**config.mk**
```make
export PLATFORM = sky130hd
export DESIGN_NAME = font_binary_segment_to_hex_text
export DESIGN_NICKNAME = d
export VERILOG_FILES = /design/src/fbsh_pkg.sv /design/src/fbsh_front.sv /design/src/fbsh_queue.sv /design/src/fbsh_back.sv /design/src/font_binary_segment_to_hex_text.sv
export SDC_FILE = /design/constraint.sdc
export NUM_CORES = 1
export LEC_CHECK = 0
export ABC_AREA = 1
export BUFFER_PORTS_ARGS = -buffer_cell sky130_fd_sc_hd__buf_4
export CAP_MARGIN = 20
export CORE_ASPECT_RATIO = 0.75
export CORE_MARGIN = 5
export CORE_UTILIZATION = 60
export CTS_CLUSTER_DIAMETER = 120
export DETAILED_ROUTE_END_ITERATION = 6
export PLACE_DENSITY = 0.78
export SYNTH_ARGS = -nofsm -noshare
export SYNTH_HDL_FRONTEND = slang
export SYNTH_SLANG_ARGS = --single-unit
```
**constraint.sdc**
```tcl
create_clock -name clk -period 2.75 [get_ports clk]
set_clock_uncertainty 0.15 [all_clocks]
set_input_delay 0.1375 -clock clk [delete_from_list [all_inputs] [get_ports clk]]
set_output_delay 0.1375 -clock clk [all_outputs]
set_load 0.02 [all_outputs]
```
**src/fbsh_pkg.sv**
```systemverilog
// Shared types, status codes and the hex digit function for the font segment converter.
package fbsh_pkg;

	localparam logic [2:0] ST_DATA  = 3'd0;
	localparam logic [2:0] ST_END   = 3'd1;
	localparam logic [2:0] ST_BADMK = 3'd2;
	localparam logic [2:0] ST_BADTY = 3'd3;
	localparam logic [2:0] ST_TRAIL = 3'd4;

	localparam logic [7:0] MARKER_BYTE = 8'h80;
	localparam logic [7:0] TYPE_TEXT   = 8'h01;
	localparam logic [7:0] TYPE_BINARY = 8'h02;
	localparam logic [7:0] TYPE_END    = 8'h03;
	localparam logic [7:0] CHAR_CR     = 8'h0D;
	localparam logic [7:0] CHAR_LF     = 8'h0A;

	localparam logic [6:0] LINE_BYTES_RESET = 7'd32;
	localparam logic [6:0] LINE_BYTES_MAX   = 7'd64;
	localparam logic [6:0] LINE_BYTES_MIN   = 7'd1;

	// One queued job for the back end: either a single character, or one binary
	// byte to be written as two hex digits with an optional trailing newline.
	typedef struct packed {
		logic [7:0] data;
		logic [2:0] status;
		logic       hex;
		logic       nl;
	} fbsh_cmd_t;

	function automatic logic [7:0] hex_digit(input logic [3:0] v);
		if (v < 4'd10) begin
			return 8'h30 + {4'h0, v};
		end else begin
			return 8'h37 + {4'h0, v};
		end
	endfunction

endpackage

```
**src/fbsh_front.sv**
```systemverilog
// Front end: parses segment headers and queues a job for each data byte and for each end, trailing or error report.
module fbsh_front (
	input  logic              clk,
	input  logic              arst_n,
	input  logic              in_valid,
	output logic              in_ready,
	input  logic [7:0]        in_byte,
	input  logic              cfg_wr_en,
	input  logic [6:0]        cfg_wr_data,
	input  logic              q_full,
	output logic              push,
	output fbsh_pkg::fbsh_cmd_t push_cmd
);

	typedef enum logic [6:0] {
		PH_MARKER = 7'b0000001,
		PH_TYPE   = 7'b0000010,
		PH_LENGTH = 7'b0000100,
		PH_DATA   = 7'b0001000,
		PH_DONE   = 7'b0010000,
		PH_ERRMK  = 7'b0100000,
		PH_ERRTY  = 7'b1000000
	} phase_t;

	phase_t      phase_q, phase_d;
	logic [31:0] remaining_q, remaining_d;
	logic [1:0]  len_idx_q, len_idx_d;
	logic        is_binary_q, is_binary_d;
	logic [6:0]  line_pos_q, line_pos_d;
	logic        warned_q, warned_d;
	logic [6:0]  line_bytes_q;
	logic        accept;
	logic [31:0] rem_dec;
	logic [31:0] rem_len;
	logic [6:0]  line_pos_inc;
	logic        line_end;

	assign in_ready = !q_full;
	assign accept   = in_valid && in_ready;

	// Out-of-range line lengths are clamped on write.
	always_ff @(posedge clk or negedge arst_n) begin
		if (!arst_n) begin
			line_bytes_q <= fbsh_pkg::LINE_BYTES_RESET;
		end else if (cfg_wr_en) begin
			if (cfg_wr_data == 7'd0) begin
				line_bytes_q <= fbsh_pkg::LINE_BYTES_MIN;
			end else if (cfg_wr_data > fbsh_pkg::LINE_BYTES_MAX) begin
				line_bytes_q <= fbsh_pkg::LINE_BYTES_MAX;
			end else begin
				line_bytes_q <= cfg_wr_data;
			end
		end
	end

	assign rem_dec      = remaining_q - 32'd1;
	assign rem_len      = remaining_q | ({24'h0, in_byte} << {len_idx_q, 3'b000});
	assign line_pos_inc = line_pos_q + 7'd1;
	assign line_end     = (line_pos_inc >= line_bytes_q) || (rem_dec == 32'd0);

	always_comb begin
		phase_d     = phase_q;
		remaining_d = remaining_q;
		len_idx_d   = len_idx_q;
		is_binary_d = is_binary_q;
		line_pos_d  = line_pos_q;
		warned_d    = warned_q;
		push        = 1'b0;
		push_cmd    = '{data: in_byte, status: fbsh_pkg::ST_DATA, hex: 1'b0, nl: 1'b0};
		if (accept) begin
			unique case (phase_q)
				PH_TYPE: begin
					if (in_byte == fbsh_pkg::TYPE_END) begin
						phase_d         = PH_DONE;
						push            = 1'b1;
						push_cmd.data   = fbsh_pkg::CHAR_LF;
						push_cmd.status = fbsh_pkg::ST_END;
					end else if (in_byte == fbsh_pkg::TYPE_TEXT ||
						in_byte == fbsh_pkg::TYPE_BINARY) begin
						is_binary_d = (in_byte == fbsh_pkg::TYPE_BINARY);
						remaining_d = 32'd0;
						len_idx_d   = 2'd0;
						phase_d     = PH_LENGTH;
					end else begin
						phase_d         = PH_ERRTY;
						push            = 1'b1;
						push_cmd.status = fbsh_pkg::ST_BADTY;
					end
				end
				PH_LENGTH: begin
					remaining_d = rem_len;
					len_idx_d   = len_idx_q + 2'd1;
					if (len_idx_q == 2'd3) begin
						line_pos_d = 7'd0;
						phase_d    = (rem_len == 32'd0) ? PH_MARKER : PH_DATA;
					end
				end
				PH_DATA: begin
					remaining_d = rem_dec;
					push        = 1'b1;
					if (!is_binary_q) begin
						if (rem_dec == 32'd0) begin
							phase_d = PH_MARKER;
						end
						if (in_byte == fbsh_pkg::CHAR_CR) begin
							push_cmd.data = fbsh_pkg::CHAR_LF;
						end
					end else begin
						push_cmd.hex = 1'b1;
						push_cmd.nl  = line_end;
						line_pos_d   = line_end ? 7'd0 : line_pos_inc;
						if (rem_dec == 32'd0) begin
							phase_d = PH_MARKER;
						end
					end
				end
				PH_DONE: begin
					if (!warned_q) begin
						warned_d        = 1'b1;
						push            = 1'b1;
						push_cmd.status = fbsh_pkg::ST_TRAIL;
					end
				end
				PH_ERRMK: begin
					push            = 1'b1;
					push_cmd.data   = 8'h00;
					push_cmd.status = fbsh_pkg::ST_BADMK;
				end
				PH_ERRTY: begin
					push            = 1'b1;
					push_cmd.data   = 8'h00;
					push_cmd.status = fbsh_pkg::ST_BADTY;
				end
				default: begin
					if (in_byte == fbsh_pkg::MARKER_BYTE) begin
						phase_d = PH_TYPE;
					end else begin
						phase_d         = PH_ERRMK;
						push            = 1'b1;
						push_cmd.status = fbsh_pkg::ST_BADMK;
					end
				end
			endcase
		end
	end

	always_ff @(posedge clk or negedge arst_n) begin
		if (!arst_n) begin
			phase_q     <= PH_MARKER;
			remaining_q <= 32'd0;
			len_idx_q   <= 2'd0;
			is_binary_q <= 1'b0;
			line_pos_q  <= 7'd0;
			warned_q    <= 1'b0;
		end else begin
			phase_q     <= phase_d;
			remaining_q <= remaining_d;
			len_idx_q   <= len_idx_d;
			is_binary_q <= is_binary_d;
			line_pos_q  <= line_pos_d;
			warned_q    <= warned_d;
		end
	end

endmodule

```
**src/fbsh_queue.sv**
```systemverilog
// Small register queue of jobs between the front end and the back end.
module fbsh_queue #(
	parameter int DEPTH = 2
) (
	input  logic                clk,
	input  logic                arst_n,
	input  logic                push,
	input  fbsh_pkg::fbsh_cmd_t push_cmd,
	output logic                full,
	input  logic                pop,
	output logic                not_empty,
	output fbsh_pkg::fbsh_cmd_t head
);

	localparam int PW = (DEPTH > 1) ? $clog2(DEPTH) : 1;
	localparam int CW = $clog2(DEPTH + 1);
	localparam logic [PW-1:0] LAST_PTR = PW'(DEPTH - 1);
	localparam logic [CW-1:0] FULL_CNT = CW'(DEPTH);

	fbsh_pkg::fbsh_cmd_t entry_q [DEPTH];
	logic [PW-1:0] wr_ptr_q, rd_ptr_q;
	logic [CW-1:0] count_q;
	logic          do_push, do_pop;

	assign full      = (count_q == FULL_CNT);
	assign not_empty = (count_q != '0);
	assign head      = entry_q[rd_ptr_q];
	assign do_push   = push && !full;
	assign do_pop    = pop && not_empty;

	always_ff @(posedge clk) begin
		if (do_push) begin
			entry_q[wr_ptr_q] <= push_cmd;
		end
	end

	always_ff @(posedge clk or negedge arst_n) begin
		if (!arst_n) begin
			wr_ptr_q <= '0;
			rd_ptr_q <= '0;
			count_q  <= '0;
		end else begin
			if (do_push) begin
				wr_ptr_q <= (wr_ptr_q == LAST_PTR) ? '0 : wr_ptr_q + 1'b1;
			end
			if (do_pop) begin
				rd_ptr_q <= (rd_ptr_q == LAST_PTR) ? '0 : rd_ptr_q + 1'b1;
			end
			if (do_push && !do_pop) begin
				count_q <= count_q + 1'b1;
			end else if (do_pop && !do_push) begin
				count_q <= count_q - 1'b1;
			end
		end
	end

endmodule

```
**src/fbsh_back.sv**
```systemverilog
// Back end: expands each queued job into one to three output characters.
module fbsh_back (
	input  logic                clk,
	input  logic                arst_n,
	input  logic                q_not_empty,
	input  fbsh_pkg::fbsh_cmd_t q_head,
	output logic                pop,
	output logic                out_valid,
	input  logic                out_ready,
	output logic [7:0]          out_char,
	output logic [2:0]          status,
	output logic                last
);

	fbsh_pkg::fbsh_cmd_t cmd_q;
	logic                valid_q;
	logic [1:0]          step_q;
	logic                final_step;

	// A hex job ends after the low digit, or after the newline when one is due.
	assign final_step = !cmd_q.hex || (step_q == 2'd1 && !cmd_q.nl) || (step_q == 2'd2);
	assign pop        = q_not_empty && (!valid_q || (out_ready && final_step));

	assign out_valid = valid_q;
	assign status    = cmd_q.status;
	assign last      = final_step;

	always_comb begin
		if (!cmd_q.hex) begin
			out_char = cmd_q.data;
		end else begin
			unique case (step_q)
				2'd0:    out_char = fbsh_pkg::hex_digit(cmd_q.data[7:4]);
				2'd1:    out_char = fbsh_pkg::hex_digit(cmd_q.data[3:0]);
				default: out_char = fbsh_pkg::CHAR_LF;
			endcase
		end
	end

	always_ff @(posedge clk) begin
		if (pop) begin
			cmd_q <= q_head;
		end
	end

	always_ff @(posedge clk or negedge arst_n) begin
		if (!arst_n) begin
			valid_q <= 1'b0;
			step_q  <= 2'd0;
		end else if (pop) begin
			valid_q <= 1'b1;
			step_q  <= 2'd0;
		end else if (valid_q && out_ready) begin
			if (final_step) begin
				valid_q <= 1'b0;
			end else begin
				step_q <= step_q + 2'd1;
			end
		end
	end

endmodule

```
**src/font_binary_segment_to_hex_text.sv**
```systemverilog
// Throughput: one output character per cycle while out_ready is high. A binary
// byte gives two or three characters, a text byte one and a header byte none, so
// the single character-wide output port sets the pace. Input bytes are accepted
// while the job queue is not full. Reset (arst_n low) clears the parser state and
// the job queue and sets the line length to 32 bytes.
module font_binary_segment_to_hex_text #(
	parameter int QUEUE_DEPTH = 2
) (
	input  logic       clk,
	input  logic       arst_n,
	input  logic       in_valid,
	output logic       in_ready,
	input  logic [7:0] in_byte,
	input  logic       cfg_wr_en,
	input  logic [6:0] cfg_wr_data,
	output logic       out_valid,
	input  logic       out_ready,
	output logic [7:0] out_char,
	output logic [2:0] status,
	output logic       last
);

	fbsh_pkg::fbsh_cmd_t push_cmd, q_head;
	logic                push, q_full, q_not_empty, pop;

	fbsh_front u_front (
		.clk        (clk),
		.arst_n     (arst_n),
		.in_valid   (in_valid),
		.in_ready   (in_ready),
		.in_byte    (in_byte),
		.cfg_wr_en  (cfg_wr_en),
		.cfg_wr_data(cfg_wr_data),
		.q_full     (q_full),
		.push       (push),
		.push_cmd   (push_cmd)
	);

	fbsh_queue #(
		.DEPTH(QUEUE_DEPTH)
	) u_queue (
		.clk      (clk),
		.arst_n   (arst_n),
		.push     (push),
		.push_cmd (push_cmd),
		.full     (q_full),
		.pop      (pop),
		.not_empty(q_not_empty),
		.head     (q_head)
	);

	fbsh_back u_back (
		.clk        (clk),
		.arst_n     (arst_n),
		.q_not_empty(q_not_empty),
		.q_head     (q_head),
		.pop        (pop),
		.out_valid  (out_valid),
		.out_ready  (out_ready),
		.out_char   (out_char),
		.status     (status),
		.last       (last)
	);

endmodule

```
# Word level (Yosys, flattened, before mapping)
# Memory sizes are Yosys's and may differ from the RTL's. A register that Yosys moved wholly into a read port is not among the register bits.
# Index checks and enable logic that the tools add are counted.
dict set report totals {
  n_memories 1
  ff_bits 64
  ram_bits 26
  inputBits 20
  out_inout_bits 14
  elab_cells 150
}
dict set report classes {
  n_mux 53
  n_shift 1
  n_lt_le_gt_ge 4
  n_eq_ne 21
  n_reduce_logical 43
  addsub 12
  bitwise_logic 3
}
# memory words word_bits read_ports rd_ports_with_merged_regs wr line_no
set mem_list {}
lappend mem_list {u_queue.entry_q 2 13 1 1 1 fbsh_queue.sv:20} ;# fbsh_pkg::fbsh_cmd_t entry_q [DEPTH];
# cell n
set ops {}
lappend ops {{one-hot mux 32 bit (3 select lines)} 1}
lappend ops {{logical NOT 32 bit} 2}
lappend ops {{2-to-1 mux 32 bit} 2}
lappend ops {{2-to-1 mux 7 bit} 9}
lappend ops {{2-to-1 mux 8 bit} 6}
lappend ops {{OR 32 bit} 1}
lappend ops {{<< shifter 8 x 5 -> 32 bit} 1}
lappend ops {{subtractor 32 x 1 -> 32 bit (second input constant)} 1}
lappend ops {{adder 6 x 4 -> 7 bit (first input constant)} 4}
lappend ops {{one-hot mux 7 bit (4 select lines)} 1}
lappend ops {{one-hot mux 8 bit (3 select lines)} 1}
lappend ops {{2-to-1 mux 2 bit} 11}
lappend ops {{AND reduction 4 bit} 5}
lappend ops {{== test 8 x 2 -> 1 bit (second input constant)} 2}
lappend ops {{one-hot mux 8 bit (2 select lines)} 1}
lappend ops {{one-hot mux 3 bit (5 select lines)} 1}
lappend ops {{one-hot mux 7 bit (2 select lines)} 1}
lappend ops {{2-to-1 mux 13 bit} 1}
lappend ops {{2-to-1 mux 1 bit} 12}
lappend ops {{nonzero test 2 bit} 6}
lappend ops {{logical AND 1 bit} 9}
lappend ops {{== test 8 x 1 -> 1 bit (second input constant)} 1}
lappend ops {{== test 8 x 4 -> 1 bit (second input constant)} 1}
lappend ops {{== test 8 bit (second input constant)} 1}
lappend ops {{31 further kinds} 56}

# Depth between registers and ports, before layout
dict set report depth {
  word_depth 11
  mapped_depth 16
  ltp_nobuf 16
}

# Hierarchy
# From an unflattened synthesis, not the netlist that was laid out.
dict set report hier_totals {
  cells_unflattened 1047
  hier_area_um2 7168.1
}
# mod seq_area_each_um2 n_inst area_each_um2 cells_each
set by_module_without_submodules {}
lappend by_module_without_submodules {fbsh_front 1428.9 1 4978.5 821}
lappend by_module_without_submodules {fbsh_queue 880.8 1 1186.1 99}
lappend by_module_without_submodules {fbsh_back 465.4 1 1003.5 127}

# Worst setup path before layout
# Ideal clock, no wire load.
dict set report synth_path {
  path_type {register -> register}
  start {reg u_front.phase_q[0]}
  end {mem u_queue.entry_q[1][0] in the netlist's numbering, enable pin}
  n_path_buf 0
  stages_incl_launch_ff 11
  t_arrival_ns 1.973
  setup_time_ns 0.384
  setup_slack_ns 0.243
  path_cell_list {dfstp_2 -> inv_1 -> nand2_1 -> nor3_1 -> nand2_1 -> nand2_1 -> nor2_1 -> nand2_1 -> nand4_1 -> nand3_1 -> nor2_1}
}
dict set report synth_via {
  elab_chain_len 7
  elab_cells_between_ends 12
  classes_between {eq/ne (6); mux (4); reduce/logical (2)}
}
# item line_no
set synth_lines {}
lappend synth_lines {{start, declared} fbsh_front.sv:25} ;# phase_t phase_q, phase_d;
lappend synth_lines {{start signal, assigned} fbsh_front.sv:156} ;# phase_q <= phase_d;
lappend synth_lines {{== test 7 x 4 -> 1 bit, or another cell as far along} fbsh_front.sv:71} ;# unique case (phase_q)
lappend synth_lines {{OR reduction 3 bit (no source line)} -}
lappend synth_lines {{one-hot mux 1 bit (4 select lines) (*)} fbsh_front.sv:71}
lappend synth_lines {{2-to-1 mux 1 bit (*)} fbsh_front.sv:70} ;# if (accept) begin
lappend synth_lines {{logical AND 1 bit (*)} fbsh_queue.sv:28} ;# assign do_push = push && !full;
lappend synth_lines {{2-to-1 mux 1 bit (*)} fbsh_queue.sv:32} ;# if (do_push) begin
lappend synth_lines {{2-to-1 mux 1 bit (not written as such) (*)} fbsh_queue.sv:33} ;# entry_q[wr_ptr_q] <= push_cmd;
lappend synth_lines {{end, declared} fbsh_queue.sv:20}
# Every way passes the cells marked *; elsewhere a longest branch is shown, timed or not.

# Worst setup path after layout
dict set report layout_path {
  start {reg u_front.remaining_q[0]}
  end {reg u_front.phase_q[5]}
}
dict set report layout_via {
  elab_chain_len 4
}
# item line_no
set layout_lines {}
lappend layout_lines {{start, declared} fbsh_front.sv:26} ;# logic [31:0] remaining_q, remaining_d;
lappend layout_lines {{start signal, assigned} fbsh_front.sv:157} ;# remaining_q <= remaining_d;
lappend layout_lines {{subtractor 32 x 1 -> 32 bit} fbsh_front.sv:56} ;# assign rem_dec = remaining_q - 32'd1;
lappend layout_lines {{logical NOT 32 bit} {fbsh_front.sv:102, fbsh_front.sv:112}}
lappend layout_lines {{inequality test 2 x 1 -> 1 bit (no source line)} -}
lappend layout_lines {{AND reduction 4 bit (no source line)} -}
# No other way between the ends.
# A chain may end at the register's enable or synchronous reset.

==> flow_summary.ini <==
[status]
status = completed

[floorplan]
core-area_um2 = 11100
initial_core_util_pct = 62.3
dieArea_um2 = 13800
rows = 33
die_x_um = 134
die_h_um = 103
num_io_pins = 34

[critical_path]
critPathKind = reg -> reg
slowest_stage = dfrtp_1
slowest_delay_ns = 0.41
crit_buf_inv = 2
startpoint_type = flip-flop
crit_chain = inv_2 > ha_2 > nand2_2 > nor2_8 > nand3_1 > nand2_1 > nand2_1 > inv_1 > nand2_1 > nor2_1 > nand2_1 > nor2_1 > nand3_2 > nand3_1 > nand2_1
end_kind = flip-flop
worstPathArrival_ns = 2.70
cp_common_cell = nand2_1
worstPathMaxFanout = 10
worst-endpoint-required_ns = 2.86
path_delay_family = simple AND/OR/NAND/NOR gates

[drt]
first_iter_violations = 920
route.vias.total = 6808
wl_per_cell_um = 17.0
vias_per_cell = 5.93
dr.max_layer_used = met4
drt_first_pass_iters = 6
totalWireLength_mm = 19.5
drc_errors = 0
drtAntennaViolNets = 0
met1Wirelength_mm = 8.89
dr_wl_met3_mm = 2.26
dr_wl_met2_mm = 7.91

[sta]
hold_viol = 0
drv_slew = 0
max_slew_margin_pct = 43.5
max_freq_mhz = 386
rsz0062_at_grt = true
min_period_ns = 2.59
whs_ns = 0.0135
fin_crit_sh_pct = 94.2
finalSetupViolCount = 0
tightest_slew_ns = 0.848
worst_slack_ns = 0.159

[yosys]
avgSynthCellArea_um2 = 7.26
synth_top_area_cell = dfrtp_1
synthArstFlopShare_pct = 62.1
syn_inst = 949
synth_fp_nets = 986
synth-seq-cells = 103
syn-cell-area_um2 = 6890
yosysWarnings = 0
synth_edf_count = 39
synth_cell_types = 45
synth_ff_type = dfrtp_1
yosysTopAreaCellShare_pct = 22.5
seq_area_frac_synth_pct = 40.3
ys_top_cells_by_area = dfrtp_1 23%, edfxtp_1 17%, nand2_1 14%

[pwr]
power_density_nw_per_um2 = 869
seqPwrFrac_pct = 37.9
power_switching_mw = 3.04
internal_power_mw = 3.79
power_mw = 6.83
comb_power_share_pct = 42.6
vdd.ir_drop.worst_mv = 0.416
power_frac_clock_pct = 19.5
p_sw_share_pct = 44.5
p_leak_nw = 3.59

[finish]
ff_latch_area_um2 = 2780
final_nets = 1040
drive_above_1_share_pct = 12.7
instances_no_fill = 1148
syn_to_final_growth_pct = 14.1
fillers = 931
multi_input_area_um2 = 3580
num_antenna_cells = 0

[clock_network]
clock_sinks = 103
clkTransAtPathRegs_ns = 0.08
worstSkewPairLatency_ns = 0.36
cts_setup_buffers = 0
cts.path.max_buffers = 2
h-tree-depth = 3
cts_tree = done
cts-root-buf = clkbuf_16
cts_buffers = 9

[placed_design]
post-place-ws_ns = 0.129
dp.final_hpwl_mm = 14.6
gp_congestion = 1.05
dp_cells = 1116
io_buffers = 33

[grt]
grt_pass1_vias = 6205
grt_pass1_wl_mm = 31.4
grtUsageTotal_pct = 29.0
antenna_found_initial = 0
grt_start_max_net_pins = 65
globalRouteOverflowTotal = 0

[flow_run]
drv_cap = 0

[worst_hold_path]
min-delay-path-class = in -> reg
kinds of logic after synthesis:
group / Yosys count / share of synthesized area [%]
multiplexers: 2 / 0.327
XOR/XNOR: 11 / 1.40
buffers and inverters: 146 / 8.37
AND/OR/NAND/NOR: 509 / 32.5
adder cells (fa/ha/maj): 17 / 3.09
flip-flops: 103 / 40.3
AO/OA/AOI/OAI: 161 / 14.0
worst register-to-register path, delay by kind of cell (launching register included):
family        cells  cell delay, ns
simple gates     12            1.54
flops             1            0.41
fa+ha+maj         1            0.22
buf+inv           2            0.18
layer usage:
layer / vias to the layer above / GRT usage (%)
met5: - / 0
met4: 0 / 8.06
met3: 47 / 7.56
met2: 361 / 41.7
met1: 3146 / 43.4
li1: 3254 / -
placed cells by master (no fill, tap or decap), types with 13 or more instances in the layout:
master | netlist | final
nand2_1 | 262 | 260
nor2_1 | 126 | 124
inv_1 | 115 | 115
dfrtp_1 | 62 | 61
nand3_1 | 54 | 53
buf_4 | 3 | 48
a21oi_1 | 47 | 47
o21ai_0 | 42 | 42
edfxtp_1 | 39 | 39
a22oi_1 | 18 | 18
dlygate4sd3_1 | 0 | 16
nand4_1 | 15 | 15
o21ai_1 | 16 | 15
ha_1 | 17 | 15
nor2_2 | 11 | 13
metrics by stage:
stage	util, %	setup TNS (ns)	area [um^2]
after floorplan	-	0	6890
after global placement	66.3	0	7340
after detailed placement	66.3	0	7340
after CTS	70.7	0	7820
after global routing	71.1	-0.0159	7870
final	71.1	0	7870
synth_stat cells, types with 2 or more instances:
| library cell | n |
|---|---|
| a211oi_1 | 6 |
| nor2_2 | 11 |
| nand2_4 | 2 |
| edfxtp_1 | 39 |
| inv_1 | 115 |
| nor3_1 | 6 |
| nand3b_1 | 2 |
| nor2_4 | 5 |
| o21ai_1 | 16 |
| clkinv_1 | 2 |
| dfstp_2 | 2 |
| a22oi_1 | 18 |
| o31ai_1 | 2 |
| nand2_2 | 10 |
| buf_4 | 3 |
| o21ai_0 | 42 |
| dfrtp_1 | 62 |
| nand4_1 | 15 |
| nand3_1 | 54 |
| xnor2_1 | 3 |
| a221oi_2 | 5 |
| clkbuf_1 | 11 |
| xor2_1 | 8 |
| nand3_2 | 2 |
| o22ai_1 | 9 |
| inv_2 | 6 |
| a21oi_1 | 47 |
| buf_2 | 8 |
| nor2_1 | 126 |
| nand2_1 | 262 |
| nor4_1 | 7 |
| a31oi_1 | 11 |
| mux2_2 | 2 |
| nor2_8 | 2 |
| nor3_2 | 2 |
| ha_1 | 17 |
flip-flops by register name, summed over array words and instances, names as in the netlist:
signal                count
u_back.cmd_q             10
u_front.line_pos_q        7
u_back.status             3
u_back.out_valid          1
u_queue.count_q           2
u_front.warned_q          1
u_queue.entry_q          26
u_queue.wr_ptr_q          1
u_front.phase_q           7
u_front.is_binary_q       1
u_front.remaining_q      32
u_front.len_idx_q         2
u_queue.rd_ptr_q          1
u_back.step_q             2
u_front.line_bytes_q      7
what timing repair did:
item	CTS	global route
endpoints found under the hold margin	78	0
gates resized for setup	0	14
hold buffers	16	0
endpoints found under the setup margin	0	28
layout make-up:
class / count / share of cell area [%]
well taps: 140 / 2.23
repair buffers: 66 / 7.01
clock buffers: 9 / 2.86
multi-input cells: 700 / 45.5
inverters: 123 / 5.90
flip-flops and latches: 103 / 35.3
clock inverters: 7 / 1.19
worst paths after layout:
check	start	depth (start not counted)	endpoint	slack [ns]
worst max-delay path	u_front.remaining_q[0]	15	u_front.phase_q[5]	0.16
worst min-delay path	out_ready	5	u_back.step_q[0]	0.01
worst max register to register	u_front.remaining_q[0]	15	u_front.phase_q[5]	0.16
worst min register to register	u_front.warned_q	2	u_front.warned_q	0.33
max in group asynchronous	arst_n	2	u_front.line_pos_q[0]	1.57
min in group asynchronous	arst_n	2	u_front.remaining_q[5]	0.26
power groups by stage:
stage                     clock network (mW)  logic (mW)  registers [mW]
after floorplan                            0        2.00            2.48
after global placement                     0        2.77            2.59
after detailed placement                   0        2.82            2.59
after CTS                               1.35        2.85            2.57
after global routing                    1.42        3.25            2.64
final                                   1.34        2.91            2.59
Note: power is estimated with default switching activity, not from simulation.
